==> src/rtl/quadrature_knob_decoder_top_defines.svh <==
`ifndef QUADRATURE_KNOB_DECODER_TOP_DEFINES_SVH
`define QUADRATURE_KNOB_DECODER_TOP_DEFINES_SVH

// Same-cycle implication, checked outside reset.
`define QKD_ASSERT_NOW(label, clk, rst_n, ante, cons) \
    label: assert property (@(posedge clk) disable iff (!(rst_n)) (ante) |-> (cons)) \
        else $error("qkd: same-cycle check failed");

// Next-cycle implication, checked outside reset.
`define QKD_ASSERT_NEXT(label, clk, rst_n, ante, cons) \
    label: assert property (@(posedge clk) disable iff (!(rst_n)) (ante) |=> (cons)) \
        else $error("qkd: next-cycle check failed");

`endif

==> src/rtl/qkd_pkg.sv <==
package qkd_pkg;

    localparam int unsigned TIME_W     = 48;
    localparam int unsigned DEBOUNCE_W = 24;

    localparam logic [DEBOUNCE_W-1:0] DEBOUNCE_RESET = 24'd350000;

    typedef enum logic [1:0] {
        EV_PRESS = 2'd0,
        EV_CW    = 2'd1,
        EV_CCW   = 2'd2
    } t_event_kind;

    // Full-step detent tracker; code 7 is never entered.
    typedef enum logic [2:0] {
        PH_IDLE = 3'd0,
        PH_CW1  = 3'd1,
        PH_CW2  = 3'd2,
        PH_CW3  = 3'd3,
        PH_CCW1 = 3'd4,
        PH_CCW2 = 3'd5,
        PH_CCW3 = 3'd6
    } t_phase;

    // Pin pair, A in bit 1 and B in bit 0.
    localparam logic [1:0] AB_00 = 2'b00;
    localparam logic [1:0] AB_01 = 2'b01;
    localparam logic [1:0] AB_10 = 2'b10;
    localparam logic [1:0] AB_11 = 2'b11;

endpackage

==> src/rtl/qkd_in_if.sv <==
interface qkd_in_if
    import qkd_pkg::*;
();
    logic              valid;
    logic              ready;
    logic              button_level;
    logic              phase_a;
    logic              phase_b;
    logic [TIME_W-1:0] time_now;

    modport source (output valid, button_level, phase_a, phase_b, time_now, input ready);
    modport sink   (input valid, button_level, phase_a, phase_b, time_now, output ready);
endinterface

==> src/rtl/qkd_out_if.sv <==
interface qkd_out_if;
    logic       valid;
    logic       ready;
    logic [1:0] event_kind;

    modport source (output valid, event_kind, input ready);
    modport sink   (input valid, event_kind, output ready);
endinterface

==> src/rtl/quadrature_knob_decoder_top.sv <==
// Channel   | Dir | Payload                                      | Handshake
// ----------+-----+----------------------------------------------+-------------
// i_req     | in  | button_level, phase_a, phase_b, time_now[47:0] | valid/ready
// o_evt     | out | event_kind[1:0] (press, cw, ccw)             | valid/ready
// i_cfg_*   | in  | debounce_interval[23:0]                      | write enable
//
// One request per cycle sustained while o_evt is not stalled; a request's event
// (if any) is valid on o_evt after passing the input register, then decode into
// the event register. Throughput is set by the single decode stage that updates
// the detent state and the last-press time.
// i_rst_n is synchronous, active low: phase goes idle, last press time to 0,
// debounce interval to 350000 us, both stages empty.
// A stalled o_evt holds the decode stage; i_req.ready is low for as long as
// the input register holds a request during the stall.
`include "quadrature_knob_decoder_top_defines.svh"

module quadrature_knob_decoder_top
    import qkd_pkg::*;
(
    input  logic                  i_clk,
    input  logic                  i_rst_n,
    input  logic                  i_cfg_we,
    input  logic [DEBOUNCE_W-1:0] i_cfg_wdata,
    qkd_in_if.sink                i_req,
    qkd_out_if.source             o_evt
);

    // ---------------------------------------------------------------
    // Configuration
    // ---------------------------------------------------------------
    logic [DEBOUNCE_W-1:0] r_debounce;

    always_ff @(posedge i_clk) begin
        if (!i_rst_n) begin
            r_debounce <= DEBOUNCE_RESET;
        end else if (i_cfg_we) begin
            r_debounce <= i_cfg_wdata;
        end
    end

    // ---------------------------------------------------------------
    // Input register
    // ---------------------------------------------------------------
    logic              r_s1_valid;
    logic              r_s1_button;
    logic [1:0]        r_s1_ab;
    logic [TIME_W-1:0] r_s1_time;

    logic out_free;   // event register empty or being drained
    logic s2_take;    // decode stage consumes the input register
    logic in_take;

    assign out_free    = !o_evt.valid || o_evt.ready;
    assign s2_take     = r_s1_valid && out_free;
    assign i_req.ready = !r_s1_valid || s2_take;
    assign in_take     = i_req.valid && i_req.ready;

    always_ff @(posedge i_clk) begin
        if (!i_rst_n) begin
            r_s1_valid <= 1'b0;
        end else if (i_req.ready) begin
            r_s1_valid <= i_req.valid;
        end
    end

    always_ff @(posedge i_clk) begin
        if (in_take) begin
            r_s1_button <= i_req.button_level;
            r_s1_ab     <= {i_req.phase_a, i_req.phase_b};
            r_s1_time   <= i_req.time_now;
        end
    end

    // ---------------------------------------------------------------
    // Decode: debounce check and full-step detent machine
    // ---------------------------------------------------------------
    t_phase            r_phase;
    t_phase            n_phase;
    logic [TIME_W-1:0] r_last_press;
    logic [TIME_W-1:0] n_last_press;
    logic [TIME_W:0]   press_gap;     // extra MSB is the borrow
    logic              press_ok;
    logic              res_valid;
    t_event_kind       res_kind;

    assign press_gap = {1'b0, r_s1_time} - {1'b0, r_last_press};
    // Time running backwards or too soon after the last press: drop it.
    assign press_ok  = !press_gap[TIME_W] &&
                       (press_gap[TIME_W-1:0] >= {{(TIME_W-DEBOUNCE_W){1'b0}}, r_debounce});

    always_ff @(posedge i_clk) begin
        if (!i_rst_n) begin
            r_phase      <= PH_IDLE;
            r_last_press <= '0;
        end else if (s2_take) begin
            r_phase      <= n_phase;
            r_last_press <= n_last_press;
        end
    end

    always_comb begin
        n_phase      = r_phase;
        n_last_press = r_last_press;
        res_valid    = 1'b0;
        res_kind     = EV_PRESS;
        if (!r_s1_button) begin
            // Pressed: the encoder is not tracked on this sample.
            if (press_ok) begin
                n_last_press = r_s1_time;
                res_valid    = 1'b1;
                res_kind     = EV_PRESS;
            end
        end else begin
            case (r_phase)
                PH_IDLE: begin
                    if (r_s1_ab == AB_01) begin
                        n_phase = PH_CW1;
                    end else if (r_s1_ab == AB_10) begin
                        n_phase = PH_CCW1;
                    end
                end
                PH_CW1: begin
                    if (r_s1_ab == AB_00) begin
                        n_phase = PH_CW2;
                    end else if (r_s1_ab == AB_10) begin
                        n_phase = PH_IDLE;
                    end
                end
                PH_CW2: begin
                    if (r_s1_ab == AB_10) begin
                        n_phase = PH_CW3;
                    end else if (r_s1_ab == AB_11) begin
                        n_phase = PH_IDLE;
                    end
                end
                PH_CW3: begin
                    if (r_s1_ab == AB_11) begin
                        n_phase   = PH_IDLE;
                        res_valid = 1'b1;
                        res_kind  = EV_CW;
                    end
                end
                PH_CCW1: begin
                    if (r_s1_ab == AB_00) begin
                        n_phase = PH_CCW2;
                    end else if (r_s1_ab == AB_11) begin
                        n_phase = PH_IDLE;
                    end
                end
                PH_CCW2: begin
                    if (r_s1_ab == AB_01) begin
                        n_phase = PH_CCW3;
                    end else if (r_s1_ab == AB_11) begin
                        n_phase = PH_IDLE;
                    end
                end
                PH_CCW3: begin
                    if (r_s1_ab == AB_11) begin
                        n_phase   = PH_IDLE;
                        res_valid = 1'b1;
                        res_kind  = EV_CCW;
                    end
                end
                default: begin
                    n_phase = r_phase;   // unreachable code holds
                end
            endcase
        end
    end

    // ---------------------------------------------------------------
    // Event register
    // ---------------------------------------------------------------
    logic        r_out_valid;
    t_event_kind r_out_kind;

    always_ff @(posedge i_clk) begin
        if (!i_rst_n) begin
            r_out_valid <= 1'b0;
        end else if (out_free) begin
            r_out_valid <= s2_take && res_valid;
        end
    end

    always_ff @(posedge i_clk) begin
        if (s2_take && res_valid) begin
            r_out_kind <= res_kind;
        end
    end

    assign o_evt.valid      = r_out_valid;
    assign o_evt.event_kind = r_out_kind;

    // ---------------------------------------------------------------
    // Checks
    // ---------------------------------------------------------------
    `QKD_ASSERT_NEXT(a_phase_holds_when_idle, i_clk, i_rst_n, !s2_take, $stable(r_phase))
    `QKD_ASSERT_NEXT(a_press_records_time, i_clk, i_rst_n,
        s2_take && !r_s1_button && press_ok, r_last_press == $past(r_s1_time))
    `QKD_ASSERT_NEXT(a_result_reaches_output, i_clk, i_rst_n,
        s2_take && res_valid, r_out_valid && r_out_kind == $past(res_kind))
    `QKD_ASSERT_NOW(a_detent_ends_idle, i_clk, i_rst_n,
        s2_take && res_valid && r_s1_button, n_phase == PH_IDLE)
    `QKD_ASSERT_NOW(a_stall_means_full, i_clk, i_rst_n, !i_req.ready, r_s1_valid && !out_free)

endmodule
==> src/flat_wrapper.sv <==
// flat-port wrapper written by rule: the top's interface ports become plain ports
module quadrature_knob_decoder_top_flat import qkd_pkg::*;
  (i_clk, i_rst_n, i_cfg_we, i_cfg_wdata, i_req_valid, i_req_button_level, i_req_phase_a, i_req_phase_b, i_req_time_now, i_req_ready, o_evt_valid, o_evt_event_kind, o_evt_ready);
  qkd_in_if i_req_i ();
  qkd_out_if o_evt_i ();
  input  logic i_clk;
  input  logic i_rst_n;
  input  logic i_cfg_we;
  input  logic [DEBOUNCE_W-1:0] i_cfg_wdata;
  input wire logic [$bits(i_req_i.valid)-1:0] i_req_valid;
  input wire logic [$bits(i_req_i.button_level)-1:0] i_req_button_level;
  input wire logic [$bits(i_req_i.phase_a)-1:0] i_req_phase_a;
  input wire logic [$bits(i_req_i.phase_b)-1:0] i_req_phase_b;
  input wire logic [$bits(i_req_i.time_now)-1:0] i_req_time_now;
  output wire logic [$bits(i_req_i.ready)-1:0] i_req_ready;
  output wire logic [$bits(o_evt_i.valid)-1:0] o_evt_valid;
  output wire logic [$bits(o_evt_i.event_kind)-1:0] o_evt_event_kind;
  input wire logic [$bits(o_evt_i.ready)-1:0] o_evt_ready;
  assign i_req_i.valid = i_req_valid;
  assign i_req_i.button_level = i_req_button_level;
  assign i_req_i.phase_a = i_req_phase_a;
  assign i_req_i.phase_b = i_req_phase_b;
  assign i_req_i.time_now = i_req_time_now;
  assign i_req_ready = i_req_i.ready;
  assign o_evt_valid = o_evt_i.valid;
  assign o_evt_event_kind = o_evt_i.event_kind;
  assign o_evt_i.ready = o_evt_ready;
  quadrature_knob_decoder_top u_core (.i_clk(i_clk), .i_rst_n(i_rst_n), .i_cfg_we(i_cfg_we), .i_cfg_wdata(i_cfg_wdata), .i_req(i_req_i), .o_evt(o_evt_i));
endmodule
==> config.mk <==
export PLATFORM = sky130hd
export DESIGN_NAME = quadrature_knob_decoder_top_flat
export DESIGN_NICKNAME = d
export VERILOG_FILES = /design/src/rtl/qkd_pkg.sv /design/src/rtl/qkd_in_if.sv /design/src/rtl/qkd_out_if.sv /design/src/rtl/quadrature_knob_decoder_top.sv /design/src/flat_wrapper.sv
export VERILOG_INCLUDE_DIRS = /design/src /design/src/rtl
export SDC_FILE = /design/constraint.sdc
export NUM_CORES = 1
export LEC_CHECK = 0
export BUFFER_PORTS_ARGS = -buffer_cell sky130_fd_sc_hd__buf_4
export CAP_MARGIN = 10
export CELL_PAD_IN_SITES_DETAIL_PLACEMENT = 1
export CELL_PAD_IN_SITES_GLOBAL_PLACEMENT = 2
export CORE_MARGIN = 2
export CORE_UTILIZATION = 25
export DETAILED_ROUTE_END_ITERATION = 8
export PLACE_DENSITY = 0.63
export SYNTH_ARGS = -nofsm -noshare
export SYNTH_HDL_FRONTEND = slang
export SYNTH_SLANG_ARGS = --single-unit
==> constraint.sdc <==
create_clock -name i_clk -period 6.3 [get_ports i_clk]
set_clock_uncertainty 0.15 [all_clocks]
set_input_delay 0.63 -clock i_clk [delete_from_list [all_inputs] [get_ports i_clk]]
set_output_delay 0.63 -clock i_clk [all_outputs]
set_load 0.01 [all_outputs]
-- Yosys cells after proc, flatten, opt, wreduce, memory -nomap -nowiden
Index checks and enable logic that the tools add are counted.
- bits in registers: 130
- latch bits: 0
- memory bits (writable): 0
- bits in read-only memories: 0
- input bits: 80
- output and inout port bits: 4
- logic and storage cells: 54
- memories kept: 0
- $add $sub $neg: 1
- multipliers: 0
- div/mod/pow operators: 0
- $lt $le $gt $ge: 1
- eq/ne operators: 11
- shift-type cells: 0
- muxes and demuxes: 16
- bitwise operators: 1
- reductions and logical operators: 15
- operators with widths (kind ; number):
    subtractor 48 x 48 -> 49 bit ; 1
    >= comparator 48 x 24 -> 1 bit ; 1
    2-to-1 mux 3 bit ; 8
    one-hot mux 3 bit (6 select lines) ; 1
    equality test 3 bit (second input constant) ; 3
    equality test 3 x 2 -> 1 bit (second input constant) ; 2
    != test 3 x 1 -> 1 bit (second input constant) ; 2
    nonzero test 6 bit ; 1
    2-to-1 mux 1 bit ; 5
    AND reduction 5 bit ; 1
    equality test 2 bit (second input constant) ; 2
    logical AND 1 bit ; 4
    one-hot mux 2 bit (2 select lines) ; 1
    equality test 3 x 1 -> 1 bit (second input constant) ; 1
    zero test 1 bit ; 3
    zero test 3 bit ; 1
    AND reduction 3 bit ; 1
    equality test 2 x 1 -> 1 bit (second input constant) ; 1
    zero test 2 bit ; 1
    logical OR 1 bit ; 2
    2-to-1 mux 2 bit ; 1
    OR reduction 2 bit ; 1
    NOT 1 bit ; 1

-- Depth between registers and ports, before layout
- depth in word-level cells: 6
- depth in mapped cells: 27
- depth with buffers taken out: 25

-- Least setup slack after synthesis
Ideal clock, no wire load.
- path type: register to register
- start: register u_core.r_s1_time[1]
- end: register u_core.r_out_kind[0], in the netlist u_core.o_evt.event_kind[0] (enable)
- library setup time: 248 ps
- data arrival time: 4344 ps
- data required time: 5902 ps
- setup slack: 1558 ps
- stages on the path, launching flop included: 21
- buffers on the path: 2
- period minus slack after synthesis: 4742 ps
- cells stage by stage: edfxtp_1 > ha_1 > nor2b_1 > o2111ai_1 > a21oi_2 > a31o_4 > a211o_4 > xor2_1 > ha_1 > or4_1 > nor4_1 > and4b_1 > o2111ai_1 > nor3_1 > nand4_1 > nor4_1 > nand4_1 > o31a_1 > buf_6 > buf_6 > a31o_1
- longest elaborated chain between the ends: 6
- elaborated cells on any way between the ends: 7
- classes of those cells: add/sub: 1; order compare: 1; mux: 2; reduce/logical: 3
- RTL lines (element ; RTL line ; source):
    from (decl) ; quadrature_knob_decoder_top.sv:47 ; logic [TIME_W-1:0] r_s1_time;
    from (signal assigned) ; quadrature_knob_decoder_top.sv:70 ; r_s1_time <= i_req.time_now;
    subtractor 48 x 48 -> 49 bit * ; quadrature_knob_decoder_top.sv:86 ; assign press_gap = {1'b0, r_s1_time} - {1'b0, r_last_press};
    >= comparator 48 x 24 -> 1 bit or zero test 1 bit (tied branches) ; quadrature_knob_decoder_top.sv:89, quadrature_knob_decoder_top.sv:88 ;
    logical AND 1 bit * ; quadrature_knob_decoder_top.sv:88 ; assign press_ok = !press_gap[TIME_W] &&
    2-to-1 mux 1 bit * ; quadrature_knob_decoder_top.sv:108 ; if (press_ok) begin
    2-to-1 mux 1 bit * ; quadrature_knob_decoder_top.sv:106 ; if (!r_s1_button) begin
    logical AND 1 bit * ; quadrature_knob_decoder_top.sv:186 ; if (s2_take && res_valid) begin
    to (signal assigned) ; quadrature_knob_decoder_top.sv:187 ; r_out_kind <= res_kind;
    to (decl) ; quadrature_knob_decoder_top.sv:175 ; t_event_kind r_out_kind;
Mark *: on every way between the ends. The rest lies on a longest branch, timed or not.
A chain may end at the register's enable or synchronous reset.

-- Final worst setup path
- start: register u_core.r_s1_time[0]
- end: register u_core.r_last_press[32]
- longest elaborated chain between the ends: 4
- elaborated cells on any way between the ends: 5
- classes of those cells: add/sub: 1; order compare: 1; reduce/logical: 3
- RTL lines (element ; RTL line ; source):
    subtractor 48 x 48 -> 49 bit * ; quadrature_knob_decoder_top.sv:86 ;
    >= comparator 48 x 24 -> 1 bit or zero test 1 bit (tied branches) ; quadrature_knob_decoder_top.sv:89, quadrature_knob_decoder_top.sv:88 ;
    logical AND 1 bit * ; quadrature_knob_decoder_top.sv:88 ;
    AND reduction 3 bit (no source line) * ; n/a ;
    to (signal assigned) ; quadrature_knob_decoder_top.sv:97 ; r_last_press <= n_last_press;
    to (decl) ; quadrature_knob_decoder_top.sv:79 ; logic [TIME_W-1:0] r_last_press;
Marks and branches as above.

==> results.txt <==
----------------------------------------------------
[Clock tree]
  Clock buffer depth ... 2
  Clock transition at the registers of the reported paths ... roughly 0.06 ns
  Resized cells post-CTS ... 0
  Hold buffer count at CTS ... 0
  Clock tree sinks ... 130
  H-tree depth reported by CTS ... 4
  Worst-Skew Late Latency ... between 0.4 and 0.5 ns
  CTS buffer count ... 17
  CTS Root Cell ... clkbuf_16
  CTS tree ... yes
  Post-CTS Setup Inserts ... 0

[Global routing]
  Pin count of the biggest net entering global routing ... ~70
  Global routing usage summed across all routing layers ... approximately 15%
  Via count of the first global-routing pass ... 7481
  Global-route wire length before repair ... around 41 mm
  Global-route congestion overflow total ... 0
  Global routing usage on met1 ... roughly a fifth
  Grt met2 use ... about a quarter
  Initial antenna violation count ... 0
  Busiest layer in global routing ... met2
  Met3 Track Usage GR ... ~3.3%

[Layout]
  ANT cells ... 0
  FF/Latch Area ... between 0.003 and 0.004 mm2
  Utilization after layout ... about 30%
  Net count, final ... between 1000 and 1500
  Area used by multi-input combinational logic ... approximately 0.0049 mm2
  Share of post-route cells with drive strength above 1 ... about an eighth
  Total of fill cells in the finished design ... around 4000
  Layout Area Growth over Synthesis ... 18.2%

[Job]
  Count of max-cap constraint violations ... 0

[Timing]
  TNS Setup ... 0 ns
  Unrepaired setup endpoints after global routing ... no
  Worst hold slack ... about 0.21 ns
  Number of setup violations in the final report ... 0
  Worst path setup slack after routing ... between 0.6 and 0.7 ns
  Final count of pins violating max slew ... 0
  Worst relative slew slack ... between 40% and 50%
  Pin slew with the least headroom to its limit ... between 0.7 and 0.8 ns
  Fmax achieved ... 0.177 GHz
  Tcrit/Tclk final ... about nine tenths
  Final hold violation count ... 0
  Minimum period implied by the final worst setup slack ... around 5.6 ns

[Worst setup path]
  Worst Path Required ... ~6.5 ns
  Worst setup path class ... reg2reg
  Kind of end point of the critical path ... flop
  Arrival time worst endpoint ... a little under 6 ns
  Worst-path fanout max ... 16
  Setup crit start kind ... flop

[Routing]
  Mean routed wirelength per cell ... ~17 um
  Vias ... 7208
  Number of routed nets with antenna violations ... 0
  DRT iter0 DRCs ... approximately 300
  DR vias/cell ... between 4 and 5
  Residual DRC ... 0
  Drt pass-1 iters ... 5
  Sum of routed wire length over all layers ... 25.7 mm

[Synth]
  Warnings from Yosys ... 0
  Syn nets ... between 1000 and 1500
  Synthesis-stage register bit count ... 130
  Mapped Cells ... between 900 and 1000
  Most frequent cell after synthesis ... nand2_1
  Biggest area consumer among synthesized cells ... edfxtp_1
  Adder-cell share of the synthesized area ... between 10% and 20%
  Xor/xnor share of the synthesized area ... 3.04%
  Mapped Avg Cell Area ... slightly below 9 um2
  Dominant combinational cell family by area after synthesis ... simple AND/OR/NAND/NOR gates
  Multiplexer fraction of the synthesized cell area ... slightly below 8%
  Cell types with the largest area share after synthesis ... edfxtp_1 18%, dfxtp_1 18%, ha_1 10%
  Compound-cell area share of the yosys netlist ... between 10% and 20%
  Cell area after technology mapping ... roughly 0.0086 mm2
  Number of distinct library cell variants in the gate-level netlist after synthesis ... 67
  Top FF cell, synth ... dfxtp_1
  Most instantiated cells after synthesis ... 165 x nand2_1, 80 x inv_1, 77 x dfxtp_1
  Number of synthesized flops with an enable pin ... 53
  Async set-reset flop share out of synthesis ... 0%
  Share of synthesized cell area in and, or, nand and nor gates ... between 10% and 20%
  Area share of the largest cell type after synthesis ... between 10% and 20%
  Share of synthesized area occupied by flip-flops and latches ... between 30% and 40%

[Floorplanning]
  Floorplan row count ... between 60 and 70
  Count of boundary I/O pins ... 84
  Chip height ... around 190 um
  Horizontal die dimension ... between 150 and 200 um
  Starting utilization of the core area ... 25.2%
  Floorplan die area ... 0.0361 mm2
  Placeable core area ... 0.0343 mm2

[Placement]
  RD Place Congestion ... 0.814
  Number of buffer cells added on primary ports ... 83
  Worst slack at placement ... about 0.54 ns
  DPL Wire Length ... a little under 20 mm

[Power and ir drop]
  Reported leakage power ... between 3 and 4 nW
  Post-layout total power ... around 2.5 mW
  Ratio of total power to cell area ... between 200 and 250 mW/mm2
  Largest vdd supply drop ... about 0.20 mV

[Worst hold path]
  Type of the tightest min-delay check ... in2reg

[Run status]
  Outcome ... completed

----------------------------------------------------
[final timing paths]
check,slack [ns],to,startpoint,cells after the start
worst max-delay path,0.65,u_core.r_last_press[32]$_SDFFE_PN0P_,u_core.r_s1_time[0]$_DFFE_PP_,26
worst min-delay path,0.21,u_core.r_s1_time[25]$_DFFE_PP_,i_req_time_now[25],1
worst max register to register,0.65,u_core.r_last_press[32]$_SDFFE_PN0P_,u_core.r_s1_time[0]$_DFFE_PP_,26
worst min register to register,0.31,u_core.r_last_press[39]$_SDFFE_PN0P_,u_core.r_last_press[39]$_SDFFE_PN0P_,2
[state kept, by name, summed over array words and instances (netlist names)]
register and flops:
u_core.r_s1_time 48, u_core.r_s1_ab 2, u_core.o_evt.valid 1, u_core.r_s1_valid 1, u_core.r_last_press 48, u_core.r_phase 3
u_core.r_debounce 24, u_core.r_s1_button 1, u_core.o_evt.event_kind 2
[critical path, cell delays in order, from the launching register on]
cell       delay (ns)
edfxtp_1         0.38
inv_1            0.07
ha_1             0.16
inv_1            0.06
fa_1             0.41
nand3_1          0.12
and2_1           0.21
o31ai_2          0.13
nand2_1          0.08
nand2_1          0.08
a21boi_0         0.39
o21bai_1         0.10
a21oi_1          0.18
xnor2_1          0.17
ha_1             0.29
a21o_1           0.16
a21oi_1          0.25
o22ai_1          0.11
nor4_1           0.22
o2111ai_1        0.13
nor3_1           0.14
nand4_1          0.12
nor4_1           0.22
nand4_1          0.13
o31a_2           0.58
buf_4            0.32
mux2i_1          0.15
[cells by family (layout without fill, tap and decap cells)]
group / count (synthesis) / count (layout)
AOI/OAI and AO/OA: 220 / 220
xor gates and xnor gates: 30 / 30
adders and majority gates: 73 / 73
buffers and inverters: 130 / 199
DFF: 130 / 130
muxes: 68 / 68
and+or+nand+nor: 339 / 339
[power by group]
part / switching, mW / internal (mW)
Sequential: 0.0238 / 0.919
Combinational: 0.306 / 0.212
Clock: 0.409 / 0.610
Total: 0.738 / 1.74
[stage by stage]
| stage | instance area, um2 | std cells |
|---|---|---|
| floorplan | 8640 | 990 |
| global placement | 9620 | 1482 |
| detailed placement | 9620 | 1482 |
| CTS | 10200 | 1514 |
| global route | 10200 | 1514 |
| finish | 10200 | 1514 |
[metal layers]
metal,vias up,routed length (um)
met5,-,0
met4,0,360
li1,3628,-
met3,20,609
met2,74,12100
met1,3486,12600
[cell type report]
class | instances | area share, %
Multi-Input combinational cell | 730 | 48.4
Timing Repair Buffer | 87 | 6.52
Tap cell | 455 | 5.57
Sequential cell | 130 | 30.7
Clock inverter | 11 | 0.955
Clock buffer | 21 | 4.92
Inverter | 80 | 2.94
[cells in the final DEF, fill, tap and decap left out, types with 4 or more instances in the layout]
| master | Yosys | layout |
|---|---|---|
| nand2b_1 | 12 | 12 |
| nand2_1 | 165 | 165 |
| nor3_1 | 13 | 13 |
| o21a_1 | 16 | 16 |
| a211oi_1 | 4 | 4 |
| o211ai_1 | 19 | 19 |
| clkbuf_16 | 0 | 19 |
| a31oi_1 | 7 | 7 |
| dfxtp_1 | 77 | 77 |
| or3_1 | 9 | 9 |
| clkinv_2 | 0 | 4 |
| xor2_1 | 15 | 15 |
| and2_1 | 7 | 6 |
| nor2b_1 | 21 | 21 |
| nor4b_1 | 5 | 5 |
| nand3_1 | 15 | 15 |
| inv_1 | 80 | 80 |
| nor4_1 | 7 | 7 |
| a21oi_1 | 56 | 56 |
| nand4_1 | 25 | 25 |
| o21bai_1 | 4 | 4 |
| edfxtp_1 | 53 | 53 |
| mux2i_1 | 67 | 67 |
| a21o_1 | 26 | 26 |
| a21oi_2 | 5 | 5 |
| and3_1 | 6 | 6 |
| o22ai_1 | 8 | 8 |
| ha_1 | 72 | 72 |
| nor2_1 | 49 | 49 |
| xnor2_1 | 15 | 15 |
| o21ai_0 | 32 | 32 |
| buf_4 | 0 | 86 |
No activity file was read; power rests on OpenSTA's default activity.
